File: config.mk
export PLATFORM = sky130hd
export DESIGN_NAME = gprp_queue
export DESIGN_NICKNAME = d
export VERILOG_FILES = /design/src/hw/rtl/gprp_pkg.sv /design/src/hw/rtl/gprp_queue.sv
export SDC_FILE = /design/constraint.sdc
export NUM_CORES = 1
export LEC_CHECK = 0
export BUFFER_PORTS_ARGS = -buffer_cell sky130_fd_sc_hd__buf_2
export CAP_MARGIN = 30
export CORE_MARGIN = 2
export CORE_UTILIZATION = 45
export CTS_CLUSTER_SIZE = 8
export DETAILED_ROUTE_END_ITERATION = 12
export PLACE_DENSITY_LB_ADDON = 0.12
export SKIP_CTS_REPAIR_TIMING = 1
export SLEW_MARGIN = 20
export SYNTH_ARGS = -nofsm -noshare
export SYNTH_HDL_FRONTEND = slang
export SYNTH_SLANG_ARGS = --single-unit
File: constraint.sdc
create_clock -name i_clk -period 13.7 [get_ports i_clk]
set_input_delay 2.74 -clock i_clk [delete_from_list [all_inputs] [get_ports i_clk]]
set_output_delay 2.74 -clock i_clk [all_outputs]
set_load 0.05 [all_outputs]
File: src/hw/rtl/gprp_pkg.sv
// ---------------------------------------------------------------------------
// gprp_pkg
// Shared types, constants and table functions for the grid point rotate and
// project block.
// ---------------------------------------------------------------------------
package gprp_pkg;

    // Default sizes for the top level parameters
    localparam int ANGLE_BITS_DEF      = 16;
    localparam int SINE_TABLE_BITS_DEF = 10;

    // Configuration register widths and reset values
    localparam int PAD_W   = 16;
    localparam int ZST_W   = 18;
    localparam int CNT_W   = 5;
    localparam int SCR_W   = 12;
    localparam int CFG_AW  = 3;
    localparam int CFG_DW  = 18;

    localparam logic [PAD_W-1:0] PAD_RST = 16'd5461;
    localparam logic [ZST_W-1:0] ZST_RST = 18'd32768;
    localparam logic [CNT_W-1:0] CNT_RST = 5'd6;
    localparam logic [SCR_W-1:0] SW_RST  = 12'd800;
    localparam logic [SCR_W-1:0] SH_RST  = 12'd600;

    // Datapath widths
    localparam int HALF_W = 20;   // half grid size, unsigned
    localparam int PT_W   = 21;   // centred point coordinate, signed
    localparam int TRIG_W = 18;   // Q1.16 sine and cosine, signed
    localparam int TAB_W  = 17;   // quarter-wave table entry, unsigned
    localparam int PROD_W = PT_W + TRIG_W;
    localparam int ROT_W  = 23;   // rotated coordinate, signed
    localparam int Z_W    = 24;   // rotated depth, signed
    localparam int ZD_W   = 22;   // positive depth as divisor
    localparam int NUM_W  = 22;   // magnitude of a numerator
    localparam int DIV_DW = NUM_W + 16;
    localparam int QS_W   = DIV_DW + 1;
    localparam int CLP_W  = 35;   // clamped offset quotient
    localparam int SCL_W  = CLP_W + SCR_W + 1;
    localparam int OUT_W  = 16;
    localparam int SAT_LIM = 32767;

    localparam longint unsigned TWO_PI_Q30 = 64'd6746518852;

    // Register map
    typedef enum logic [CFG_AW-1:0] {
        REG_SPACING       = 3'd0,
        REG_Z_START       = 3'd1,
        REG_AXIS_PTS      = 3'd2,
        REG_SCREEN_WIDTH  = 3'd3,
        REG_SCREEN_HEIGHT = 3'd4
    } t_reg_idx;

    // Request codes
    typedef enum logic {
        REQ_TICK  = 1'b0,
        REQ_POINT = 1'b1
    } t_req;

    // Back end sequencer
    typedef enum logic [3:0] {
        BK_IDLE,
        BK_SIN,
        BK_COS,
        BK_MUL_A,
        BK_MUL_B,
        BK_DEPTH,
        BK_DIV,
        BK_SCALE_A,
        BK_SCALE_B
    } t_back_state;

    typedef struct packed {
        logic [PAD_W-1:0] spacing;
        logic [ZST_W-1:0] z_start;
        logic [CNT_W-1:0] axis_pts;
        logic [SCR_W-1:0] screen_w;
        logic [SCR_W-1:0] screen_h;
    } t_cfg;

    typedef struct packed {
        logic signed [PT_W-1:0] x;
        logic signed [PT_W-1:0] y;
        logic signed [PT_W-1:0] dz;
    } t_point;

    // Half of the grid size; a zero count acts as one
    function automatic logic [HALF_W-1:0] calc_half(input logic [CNT_W-1:0] cnt,
                                                    input logic [PAD_W-1:0] pad);
        logic [CNT_W-1:0]    eff;
        logic [HALF_W:0]     size;
        eff  = (cnt == '0) ? CNT_W'(1) : cnt;
        size = (HALF_W+1)'(eff - CNT_W'(1)) * (HALF_W+1)'(pad);
        return size[HALF_W:1];
    endfunction

    // Quarter-wave sine entry built by a fixed-point Taylor series
    function automatic longint taylor_sin(input int unsigned k, input int unsigned stb);
        longint unsigned th;
        longint unsigned x2;
        longint unsigned term;
        longint          sum;
        bit              neg;
        th   = (64'(k) * TWO_PI_Q30 + (64'd1 << (stb - 1))) >> stb;
        x2   = (th * th) >> 30;
        term = th;
        sum  = longint'(th);
        neg  = 1'b1;
        for (int n = 3; n <= 21; n += 2) begin
            term = ((term * x2) >> 30) / 64'((n - 1) * n);
            sum  = neg ? sum - longint'(term) : sum + longint'(term);
            neg  = !neg;
        end
        if (sum < 0) begin
            sum = 0;
        end
        return (sum + 64'sd8192) >>> 14;
    endfunction

endpackage

File: src/hw/rtl/gprp_queue.sv
// ---------------------------------------------------------------------------
// gprp_queue
// Two-entry queue between the front and back ends.
// ---------------------------------------------------------------------------
module gprp_queue
    import gprp_pkg::*;
#(
    parameter int WIDTH = 3 * PT_W + SINE_TABLE_BITS_DEF
) (
    input  logic             i_clk,
    input  logic             i_rst_n,
    input  logic             i_push,
    input  logic [WIDTH-1:0] i_data,
    input  logic             i_pop,
    output logic [WIDTH-1:0] o_data,
    output logic             o_full,
    output logic             o_empty
);

    logic [WIDTH-1:0] r_mem [2];
    logic             r_wp;
    logic             r_rp;
    logic [1:0]       r_cnt;

    assign o_full  = (r_cnt == 2'd2);
    assign o_empty = (r_cnt == 2'd0);
    assign o_data  = r_mem[r_rp];

    // Store pushed entry
    always_ff @(posedge i_clk) begin
        if (i_push) begin
            r_mem[r_wp] <= i_data;
        end
    end

    // Advance pointers and fill count
    always_ff @(posedge i_clk) begin
        if (!i_rst_n) begin
            r_wp  <= 1'b0;
            r_rp  <= 1'b0;
            r_cnt <= 2'd0;
        end else begin
            if (i_push) begin
                r_wp <= !r_wp;
            end
            if (i_pop) begin
                r_rp <= !r_rp;
            end
            r_cnt <= r_cnt + 2'(i_push) - 2'(i_pop);
        end
    end

endmodule

---- Word level (Yosys, flattened, before mapping) ----
Memory sizes are Yosys's and may differ from the RTL's. A register that Yosys moved wholly into a read port is not among the register bits.
Cells that the tools add are included.
storage, ports and cells
  register bits ........................... 4
  latch bits .............................. 0
  memory bits (writable) .................. 146
  memory bits (read-only) ................. 0
  output and inout port bits .............. 75
  memories kept ........................... 1
cells by class
  add/subtract/negate cells ............... 2
  $mul .................................... 0
  div/mod/pow operators ................... 0
  magnitude comparators ................... 0
  equal/unequal tests ..................... 1
  shift operators ......................... 0
  mux-type cells .......................... 4
  bitwise logic cells ..................... 0
  reduce and logical (&&, ||, !) cells .... 3
memory list
  name   depth  bits a word  rd ports  clocked after Yosys merged registers in  wr ports  line              source
  r_mem  2      73           1         1                                        1         gprp_queue.sv:20  logic [WIDTH-1:0] r_mem [2];
operator list
  kind                                         count
  1-bit 2-to-1 mux                             4
  2-bit by 1-bit adder with 2-bit output       1
  2-bit == test, second input constant         1
  1-bit logical NOT                            2
  2-bit logical NOT                            1
  2-bit by 1-bit subtractor with 2-bit output  1

---- Depth between registers and ports, before layout ----
  depth in word-level cells ............... 3
  mapped depth ............................ 6

---- Worst setup path after synthesis ----
OpenSTA, ideal clock, no wires.
  path kind ............................... input -> register
  start point ............................. input port i_push
  end point ............................... memory r_mem[0][0] in the netlist's numbering, enable pin
  library setup time ...................... 0.514 ns
  data arrival time ....................... 5.970 ns
  path slack .............................. 7.216 ns
  stages .................................. 1
  path through ............................ nor2b_1
between the ends
  cells in the longest elaborated chain, start to end .. 2
ends and longest elaborated chain
  element                                 line              source
  from (decl)                             gprp_queue.sv:12  input logic i_push,
  1-bit 2-to-1 mux                        gprp_queue.sv:31  if (i_push) begin
  1-bit 2-to-1 mux (not written as such)  gprp_queue.sv:32  r_mem[r_wp] <= i_data;
  to (decl)                               gprp_queue.sv:20
Every way passes these cells.

==> results_dict.tcl <==
set metrics [dict create \
    syn_to_final_growth_pct 24.70 \
    drv_cap 0 \
    async_flop_share 0 \
    clkTransAtPathRegs_ps 50 \
    intPower_uw 854.8 \
    use_met1 0.1660 \
    antenna_found_initial 3 \
    cts_buffers 17 \
    rows 41 \
    grt_overflow_total 0 \
    synth_seq_area_share 0.7671 \
    synth_flop_cell "edfxtp_1" \
    finalSetupViolations 0 \
    seq_power_share 0.476 \
    yosysTopAreaCell "edfxtp_1" \
    dieWidth_um 118.0 \
    gr-usage-met3 0.05426 \
    drtIter0Drc 92 \
    place_congestion 0.6877 \
    slew_viol_final 0 \
    max_clock_freq_mhz 192.0 \
    ys_warn_count 0 \
    grt.busiest_layer "met2" \
    clkPwrFrac 0.359 \
    grt_max_degree 43 \
    ios 152 \
    p_switching_uw 294.5 \
    worstHoldPathType "register to register" \
    layout-drive-gt1-share 0.5995 \
    finalClockSkew_ps 5.439 \
    hold_viol 0 \
    swShare 0.2562 \
    finalSetupTns_ps 0 \
    wl_per_cell_um 16.08 \
    first_pass_iters 4 \
    coreArea_um2 12670 \
    yosys-top-cells-area "edfxtp_1 (75%), mux2_4 (18%), buf_12 (2.4%), dfxtp_1 (1.7%), mux2_2 (0.58%)" \
    status "completed" \
    ir_drop_mv 0.09646 \
    drc 0 \
    synth_top_cell_area_share 0.7500 \
    max_stage_delay_ps 750 \
    grt_usage 0.1426 \
    synth.most_common_cell "edfxtp_1" \
    grt_pass1_wl_um 14670 \
    relSlewSlack 0.5064 \
    htreeDepth 4 \
    grt_use_met2 0.2278 \
    clockRootBuffer "clkbuf_16" \
    routed_wl_um 9664 \
    rsz0062_at_grt "false" \
    syn_inst 248 \
    period_minus_slack_ps 5209 \
    fin_util 0.5753 \
    dieArea_um2 13920 \
    power_frac_comb 0.166 \
    hpwl_um 6296 \
    nNetsFinal 493 \
    cts_sinks 151 \
    grt_pass1_vias 2923 \
    die_h_um 118.0 \
    finalCritPeriodShare 0.3802 \
    clk_latency_ps 400 \
    worst_slew_pin_slew_ps 740.3 \
    endpoint_kind "output pin" \
    vias 2791 \
    vias_per_cell 4.644 \
    critPathKind "register to output pin" \
    p_per_area_nw_per_um2 157.7 \
    ys_top_cells_by_count "edfxtp_1 (146), mux2_4 (70), buf_12 (7), dfxtp_1 (5)" \
    crit_chain "buf_4 -> mux2_4 -> buf_2" \
    syn_area_per_cell_um2 23.57 \
    worstPathArrival_ps 2470 \
    numPortBuffers 151 \
    power_mw 1.149 \
    fill_cells 993 \
    ys_seq_elements 151 \
    crit_path_start_kind "register" \
    required_ps 10960 \
    synth_area_um2 5846 \
    clock_path_buffers 2 \
    worstPathMaxFanout 40 \
    synth_edf_count 146 \
    p_leak_nw 2.915 \
    cts_tree "done" \
    synth_fp_nets 327 \
    initial_utilization 0.4613 \
    slowest_stage "dfxtp_4" \
    postRouteAntennaNets 0 \
    synth.distinct_cells 14 \
]
==> critical path: cells and delay by family, from the launching register on <==
kind	cells	cell delay (ps)
flops	1	750
mux	1	360
buf+inv	2	930
==> power groups by stage <==
stage / registers [mW] / clock network [mW] / logic [mW]
after floorplan: 0.550 / 0 / 0.162
after global placement: 0.555 / 0 / 0.189
after detailed placement: 0.556 / 0 / 0.193
after CTS: 0.547 / 0.422 / 0.193
after global routing: 0.549 / 0.440 / 0.200
final: 0.547 / 0.412 / 0.191
==> registers in the layout (all words and copies together), names as in the netlist, named ones only <==
name,cells
r_wp,1
r_rp,1
r_cnt,2
r_mem,146
==> routing by layer <==
metal | wire, um | vias up | share of wire
li1 | - | 1313 | -
met4 | 235 | 2 | 0.024
met3 | 634 | 18 | 0.066
met2 | 4825 | 100 | 0.50
met1 | 3952 | 1358 | 0.41
met5 | 16 | - | 0.0017
==> final timing paths <==
check                           cells after the start                endpoint               from  slack (ps)
worst max-delay path                                3              o_data[22]           register        8490
worst min-delay path                                2                register  r_rp$_SDFFE_PN0P_         580
worst max register to register                      3  r_mem[0][43]$_DFFE_PP_  r_wp$_SDFFE_PN0P_       11710
worst min register to register                      2                register  r_rp$_SDFFE_PN0P_         580
==> cell type report <==
cell class	count	area, um2	share of cell area
diodes	2	5.005	0.0006866
clock buffers	28	516.7	0.07089
clock inverters	4	18.77	0.002575
inverters	2	7.507	0.001030
multi-input cells	87	1212	0.1663
flip-flops and latches	151	4488	0.6157
well taps	172	215.2	0.02952
repair buffers	155	825.8	0.1133
==> layout by cell type, fill, tap and decap left out, drive strengths merged <==
| cell | Yosys | final |
|---|---|---|
| buf | 8 | 155 |
| edfxtp | 146 | 146 |
| mux2 | 73 | 73 |
| clkbuf | 0 | 28 |
| dfxtp | 5 | 5 |
| and2 | 4 | 4 |
| nor2b | 4 | 4 |
| clkinv | 0 | 4 |
| diode | 0 | 2 |
| inv | 2 | 2 |
| ha | 2 | 2 |
| nor2 | 1 | 1 |
| xor2 | 1 | 1 |
| o21a | 1 | 1 |
| xnor3 | 1 | 1 |
==> stage by stage <==
step	worst slack (ps)	cells	cell area (um2)	hold slack, ps
after floorplan	7216	248	5846	554.6
after global placement	8831	565	6694	568.3
after detailed placement	8851	567	6749	565.8
after CTS	8404	599	7284	584.0
after global routing	8352	601	7289	633.6
final	8491	601	7289	578.4
==> cell families (layout without fill, tap and decap cells) <==
group,count (synthesis),in the layout,synth area share
other cells,0,2,0
mux,73,73,0.1856
fa+ha+maj,2,2,0.004280
xor+xnor,2,2,0.005351
flops,151,151,0.7671
simple gates,9,9,0.009202
buf+inv,10,189,0.02718
compound gates,1,1,0.001285
No activity file was read; power rests on OpenSTA's default activity.
