## src/hw/rtl/gprp_pkg.sv

```systemverilog
// ---------------------------------------------------------------------------
// gprp_pkg
// Shared types, constants and table functions for the grid point rotate and
// project block.
// ---------------------------------------------------------------------------
package gprp_pkg;

    // Default sizes for the top level parameters
    localparam int ANGLE_BITS_DEF      = 16;
    localparam int SINE_TABLE_BITS_DEF = 10;

    // Configuration register widths and reset values
    localparam int PAD_W   = 16;
    localparam int ZST_W   = 18;
    localparam int CNT_W   = 5;
    localparam int SCR_W   = 12;
    localparam int CFG_AW  = 3;
    localparam int CFG_DW  = 18;

    localparam logic [PAD_W-1:0] PAD_RST = 16'd5461;
    localparam logic [ZST_W-1:0] ZST_RST = 18'd32768;
    localparam logic [CNT_W-1:0] CNT_RST = 5'd6;
    localparam logic [SCR_W-1:0] SW_RST  = 12'd800;
    localparam logic [SCR_W-1:0] SH_RST  = 12'd600;

    // Datapath widths
    localparam int HALF_W = 20;   // half grid size, unsigned
    localparam int PT_W   = 21;   // centred point coordinate, signed
    localparam int TRIG_W = 18;   // Q1.16 sine and cosine, signed
    localparam int TAB_W  = 17;   // quarter-wave table entry, unsigned
    localparam int PROD_W = PT_W + TRIG_W;
    localparam int ROT_W  = 23;   // rotated coordinate, signed
    localparam int Z_W    = 24;   // rotated depth, signed
    localparam int ZD_W   = 22;   // positive depth as divisor
    localparam int NUM_W  = 22;   // magnitude of a numerator
    localparam int DIV_DW = NUM_W + 16;
    localparam int QS_W   = DIV_DW + 1;
    localparam int CLP_W  = 35;   // clamped offset quotient
    localparam int SCL_W  = CLP_W + SCR_W + 1;
    localparam int OUT_W  = 16;
    localparam int SAT_LIM = 32767;

    localparam longint unsigned TWO_PI_Q30 = 64'd6746518852;

    // Register map
    typedef enum logic [CFG_AW-1:0] {
        REG_SPACING       = 3'd0,
        REG_Z_START       = 3'd1,
        REG_AXIS_PTS      = 3'd2,
        REG_SCREEN_WIDTH  = 3'd3,
        REG_SCREEN_HEIGHT = 3'd4
    } t_reg_idx;

    // Request codes
    typedef enum logic {
        REQ_TICK  = 1'b0,
        REQ_POINT = 1'b1
    } t_req;

    // Back end sequencer
    typedef enum logic [3:0] {
        BK_IDLE,
        BK_SIN,
        BK_COS,
        BK_MUL_A,
        BK_MUL_B,
        BK_DEPTH,
        BK_DIV,
        BK_SCALE_A,
        BK_SCALE_B
    } t_back_state;

    typedef struct packed {
        logic [PAD_W-1:0] spacing;
        logic [ZST_W-1:0] z_start;
        logic [CNT_W-1:0] axis_pts;
        logic [SCR_W-1:0] screen_w;
        logic [SCR_W-1:0] screen_h;
    } t_cfg;

    typedef struct packed {
        logic signed [PT_W-1:0] x;
        logic signed [PT_W-1:0] y;
        logic signed [PT_W-1:0] dz;
    } t_point;

    // Half of the grid size; a zero count acts as one
    function automatic logic [HALF_W-1:0] calc_half(input logic [CNT_W-1:0] cnt,
                                                    input logic [PAD_W-1:0] pad);
        logic [CNT_W-1:0]    eff;
        logic [HALF_W:0]     size;
        eff  = (cnt == '0) ? CNT_W'(1) : cnt;
        size = (HALF_W+1)'(eff - CNT_W'(1)) * (HALF_W+1)'(pad);
        return size[HALF_W:1];
    endfunction

    // Quarter-wave sine entry built by a fixed-point Taylor series
    function automatic longint taylor_sin(input int unsigned k, input int unsigned stb);
        longint unsigned th;
        longint unsigned x2;
        longint unsigned term;
        longint          sum;
        bit              neg;
        th   = (64'(k) * TWO_PI_Q30 + (64'd1 << (stb - 1))) >> stb;
        x2   = (th * th) >> 30;
        term = th;
        sum  = longint'(th);
        neg  = 1'b1;
        for (int n = 3; n <= 21; n += 2) begin
            term = ((term * x2) >> 30) / 64'((n - 1) * n);
            sum  = neg ? sum - longint'(term) : sum + longint'(term);
            neg  = !neg;
        end
        if (sum < 0) begin
            sum = 0;
        end
        return (sum + 64'sd8192) >>> 14;
    endfunction

endpackage

```

## src/hw/rtl/gprp_front.sv

```systemverilog
// ---------------------------------------------------------------------------
// gprp_front
// Accepts requests, keeps the yaw angle and forms centred grid points with
// their sine table index for the back end.
// ---------------------------------------------------------------------------
module gprp_front
    import gprp_pkg::*;
#(
    parameter int ANGLE_BITS      = ANGLE_BITS_DEF,
    parameter int SINE_TABLE_BITS = SINE_TABLE_BITS_DEF
) (
    input  logic                       i_clk,
    input  logic                       i_rst_n,
    input  logic                       i_accept,
    input  logic                       i_req_type,
    input  logic [15:0]                i_dt,
    input  logic [3:0]                 i_ix,
    input  logic [3:0]                 i_iy,
    input  logic [3:0]                 i_iz,
    input  t_cfg                       i_cfg,
    output logic                       o_q_push,
    output t_point                     o_q_point,
    output logic [SINE_TABLE_BITS-1:0] o_q_idx
);

    localparam int SH_W = 16 + ANGLE_BITS;

    logic [ANGLE_BITS-1:0] r_yaw;
    logic [ANGLE_BITS-1:0] n_yaw;
    logic [SH_W-1:0]       w_shift;
    logic [ANGLE_BITS-1:0] w_inc;
    logic [HALF_W-1:0]     w_half;

    // Angle step of dt/8 turns
    assign w_shift = SH_W'(i_dt) << ANGLE_BITS;
    assign w_inc   = ANGLE_BITS'(w_shift >> 19);

    always_comb begin
        n_yaw = r_yaw;
        if (i_accept && (i_req_type == REQ_TICK)) begin
            n_yaw = r_yaw + w_inc;
        end
    end

    always_ff @(posedge i_clk) begin
        if (!i_rst_n) begin
            r_yaw <= '0;
        end else begin
            r_yaw <= n_yaw;
        end
    end

    // Scale the angle to the table index
    generate
        if (ANGLE_BITS >= SINE_TABLE_BITS) begin : g_idx_down
            assign o_q_idx = r_yaw[ANGLE_BITS-1 -: SINE_TABLE_BITS];
        end else begin : g_idx_up
            assign o_q_idx = {r_yaw, {(SINE_TABLE_BITS-ANGLE_BITS){1'b0}}};
        end
    endgenerate

    // Centre the point on the grid
    assign w_half = calc_half(i_cfg.axis_pts, i_cfg.spacing);

    always_comb begin
        o_q_point.x  = signed'(PT_W'(i_ix) * PT_W'(i_cfg.spacing)) - signed'(PT_W'(w_half));
        o_q_point.y  = signed'(PT_W'(i_iy) * PT_W'(i_cfg.spacing)) - signed'(PT_W'(w_half));
        o_q_point.dz = signed'(PT_W'(i_iz) * PT_W'(i_cfg.spacing)) - signed'(PT_W'(w_half));
    end

    assign o_q_push = i_accept && (i_req_type == REQ_POINT);

endmodule

```

## config.mk

```make
export PLATFORM = sky130hd
export DESIGN_NAME = gprp_front
export DESIGN_NICKNAME = d
export VERILOG_FILES = /design/src/hw/rtl/gprp_pkg.sv /design/src/hw/rtl/gprp_front.sv
export SDC_FILE = /design/constraint.sdc
export NUM_CORES = 1
export LEC_CHECK = 0
export ABC_AREA = 1
export ABC_CLOCK_PERIOD_IN_PS = 8200
export BUFFER_PORTS_ARGS = -buffer_cell sky130_fd_sc_hd__buf_2
export CORE_MARGIN = 1.5
export CORE_UTILIZATION = 42
export DETAILED_ROUTE_END_ITERATION = 10
export PLACE_DENSITY_LB_ADDON = 0.15
export SLEW_MARGIN = 20
export SYNTH_ARGS = -nofsm -noshare
export SYNTH_HDL_FRONTEND = slang
export SYNTH_SLANG_ARGS = --single-unit
```

## constraint.sdc

```tcl
create_clock -name i_clk -period 8.2 [get_ports i_clk]
set_clock_uncertainty 0.15 [all_clocks]
set_input_delay 0.41 -clock i_clk [delete_from_list [all_inputs] [get_ports i_clk]]
set_output_delay 0.41 -clock i_clk [all_outputs]
set_load 0.01 [all_outputs]
```

* Word-level counts from Yosys, hierarchy flattened
Index checks and enable logic that the tools add are counted.
** Word-level totals
- Register bits after elaboration :: 16
- Output and inout bits :: 74
- Word-level logic and storage cells :: 15
** Operators by class
- Add/sub/neg operators :: 5
- $mul :: 4
- Mux-type cells :: 1
- Bitwise logic cells :: 1
- Reduce and logical (&&, ||, !) cells :: 3
** Operator list (number)
- 20-bit by 20-bit subtractor with 21-bit output :: 3
- 4-bit by 16-bit multiplier with 20-bit output :: 3
- 6-bit by 17-bit multiplier with 21-bit output :: 1
- 16-bit by 13-bit adder with 16-bit output :: 1
- 5-bit by 1-bit subtractor with 6-bit output (second input constant) :: 1
- 5-bit logical NOT :: 1
- 5-bit 2-to-1 mux :: 1
- 1-bit logical AND :: 2
- 1-bit inverter :: 1

* Longest topological paths before layout
- Depth in word-level cells :: 5
- Depth in mapped cells :: 41
- Depth with buffers taken out :: 39

* Worst setup path after synthesis
OpenSTA, ideal clock, no wires.
- Path kind :: input-to-output
- From :: in i_cfg[25] (netlist name)
- To :: out o_q_point[40] (netlist name)
- Arrival time :: 7050 ps
- Data required time :: 7640 ps
- Slack :: 590 ps
- Stages on the path :: 35
- Cell sequence :: nor2_4 nand3_2 o21ai_2 buf_6 inv_2 nand2_2 nand2_2 inv_2 nor2_1 fa_1 inv_1 fa_1 inv_1 fa_1 fa_1 ha_1 a21oi_1 nand2_1 nand3_1 nand2_1 nand2_1 nand2_1 xnor2_1 fa_1 fa_1 inv_1 fa_1 inv_1 ha_1 a21oi_1 a21boi_0 nand2_1 nand2_1 nand3_1 xor2_1
** RTL lines
- start, declared :: line gprp_front.sv:20 : input t_cfg i_cfg,
- end, declared :: line gprp_front.sv:22 : output t_point o_q_point,

==> summary.md <==
The run finished with clean final reports. The tools report the final setup violation count as 0. The fraction of post-synthesis cell area in the top cell type by area works out to 31.2%. CTS saw 16 sinks. The area growth from synthesis to final layout is 17.1%, and the number of inserted filler cells in the final layout is 2,982. The largest individual stage delay along the critical path comes from the cell fa_1. Based on the critical path, the design can be clocked at up to 125 MHz. Setup slack closes at 0.178 ns. In the final layout, the registers with the most flip-flops are r_yaw (16). TritonCTS built the clock tree.

The height of the die is 175 um. Clock tree synthesis selected as its root buffer the cell clkbuf_16. For this block, the routed nets add up to 34.3 mm of wire. The number of inserted diodes came out at 0. The initial antenna violation count is 0. The initial core utilization was 43.0%.

In this run the tool buffered the top-level ports with 123 buffer cells. The setup path with the least slack is of type primary input to output pin. The worst hold path belongs to the class primary input to register. In the layout the commonest cells are nand2_1, inv_1, fa_1, buf_2, ha_1.

In the post-synthesis netlist, the biggest area contributors are fa_1, ha_1, nand2_1. After synthesis, flip-flops and latches occupy 2.57% of the total area. The area enclosed by the die boundary was 30,700 um^2; the via density per instance was 4.99. The tools report the internal reg-to-reg setup slack as 6.20 ns. The run gives 0 as the remaining number of nets flagged by the antenna check after routing. The first global-routing pass estimated 54.4 mm of wire. The tools report the number of cell rows as 62.

The total half-perimeter wirelength after legalization and detailed placement was 28.3 mm; the ratio of cells with drive above 1 in the final layout was 16.9%. Entering global routing, the biggest net connects 26 pins. The Yosys step of the flow raised 0 warnings. The worst setup path is launched from a primary input. The register with the most flip-flops in the layout has 16 of them. After synthesis the netlist holds a flip-flop and latch count of 16.

Subtracting the final worst setup slack from the clock period gives 8.02 ns. Of all cell types, the one taking the most synthesized area is fa_1. Each instance of the synthesized netlist takes up on average 6.84 um^2. The logs give -0.0309 ns for the pre-CTS worst setup slack and 0.911 for the placer congestion estimate. The post-route fraction of the period consumed by the critical path is 97.8%.

Detailed routing inserted a total of 11.6k vias. The critical path data required time was 7.64 ns. The first detailed-routing pass took 5 iterations. The number of hold-repair buffers added at the cts stage is 0, and the total clock buffers created by CTS is 3.

Final instance area: 14,600 um^2. The logs give 654 for the initial DRC count and 13,600 um^2 for the area of placed instances. Data arrives at the worst endpoint at 7.46 ns. The floorplan step set the die width to 175 um.

For the cell count after synthesis, the log shows 1,818. The logs give 1 for the total number of H-tree levels and 0.25 ns for the latest clock arrival within the worst-skew pair. The total number of nets in the final design is 2,380. The core utilization of the finished layout was 50.4%; the number of global-route vias before repair was 11.2k. The number of pins exceeding their max-slew limit in the final report was 0. The overall routing resource usage was 21.8%; the routed length per instance was 14.7 um. Max-cap violations in this run came to 0.

The count of unique library cells instantiated by Yosys is 36, and the top fanout value on the critical path is 4. Critical path endpoint category: an output pin. The tools report the hold violation total from the final report as 0. Summed over all layers, the global routing overflow is 0. After clock tree synthesis, the clock-pin slew on the worst setup and hold paths is 0.05 ns. The region available for standard cell placement spans 28,900 um^2. 169 I/O pins were placed. The maximum root-to-sink buffer count came out at 2. The library cell used most frequently in the layout, excluding fill and tap cells, is nand2_1.

In this run the cell area of the synthesized design comes to 12,400 um^2. Setup repair after global routing could not meet its margin everywhere. More flip-flops sit in one register than any other, and that register is r_yaw. For the remaining routing DRC violations, the log shows 0. The critical path's largest stage delay came out at 0.53 ns.
[layout make-up]
type / count / area (um^2) / area share, %
inverter: 425 / 1600 / 11.0
sequential: 16 / 320 / 2.20
timing repair buffer: 173 / 1010 / 6.94
multi-input combinational: 1326 / 11100 / 76.0
tap: 384 / 480 / 3.30
clock buffer: 4 / 88.8 / 0.610
[per-stage QoR]
stage	instances	hold slack, ns	setup TNS [ns]
after global placement	2310	0.336	0
final	2328	0.283	0
after global routing	2328	0.306	-0.978
after CTS	2314	0.282	0
after floorplan	1832	0.325	0
after detailed placement	2310	0.353	-0.0510
[kinds of logic (layout without fill, tap and decap cells)]
logic type               after synthesis  in the layout  synth area share [%]
flip-flops                            16             16                  2.57
XOR/XNOR                              66             66                  4.65
AND/OR/NAND/NOR                      718            718                  23.7
other                                  2             16                0.0604
AO/OA/AOI/OAI                        186            186                  7.92
buffers and inverters                490            602                  15.2
adder cells (fa/ha/maj)              340            340                  45.9
[routing by layer]
layer	part of all wire (%)	global-route usage, %	routed length (um)
met3	4.1	1.33	1420
met2	50	38.9	17100
met5	0	0	0
met1	44	29.4	15200
met4	1.6	3.67	557
[cell usage after synthesis, drive strengths merged]
master and number:
nor3 11, o21ai 60, o21bai 2, nand4 20
clkbuf 49, nor2 138, nand3b 13, a21o 4
nand2 465, inv 425, fa 194, xnor2 18
conb 2, ha 146, a21boi 3, and2 2
o31ai 1, o211ai 5, o21a 4, dfxtp 16
buf 16, nand3 68, a21oi 105, a31oi 2
xor2 48, or2 1
[worst max-delay path, delay by kind of cell]
kind,cells,cell delay (ns)
and+or+nand+nor,15,1.59
AOI/OAI and AO/OA,1,0.20
xor gates and xnor gates,1,0.13
buffers and inverters,10,0.89
adders and majority gates,9,4.23
[final timing paths]
| check | from | endpoint | cells after the start |
|---|---|---|---|
| max | i_cfg[24] | o_q_point[20] | 36 |
| min | i_rst_n | r_yaw[13] | 3 |
| max reg2reg | r_yaw[0] | r_yaw[8] | 11 |
| min reg2reg | r_yaw[15] | r_yaw[15] | 2 |
[what timing repair did]
| item | in CTS | in global routing |
|---|---|---|
| pin swaps | 0 | 57 |
| endpoints found under the setup margin | 4 | 37 |
| gates resized for setup | 4 | 162 |
| setup buffers | 0 | 14 |
| cloned | 0 | 0 |
Power is not shown: default switching activity piles up to over one toggle a cycle in this logic, so the estimate is an artifact.
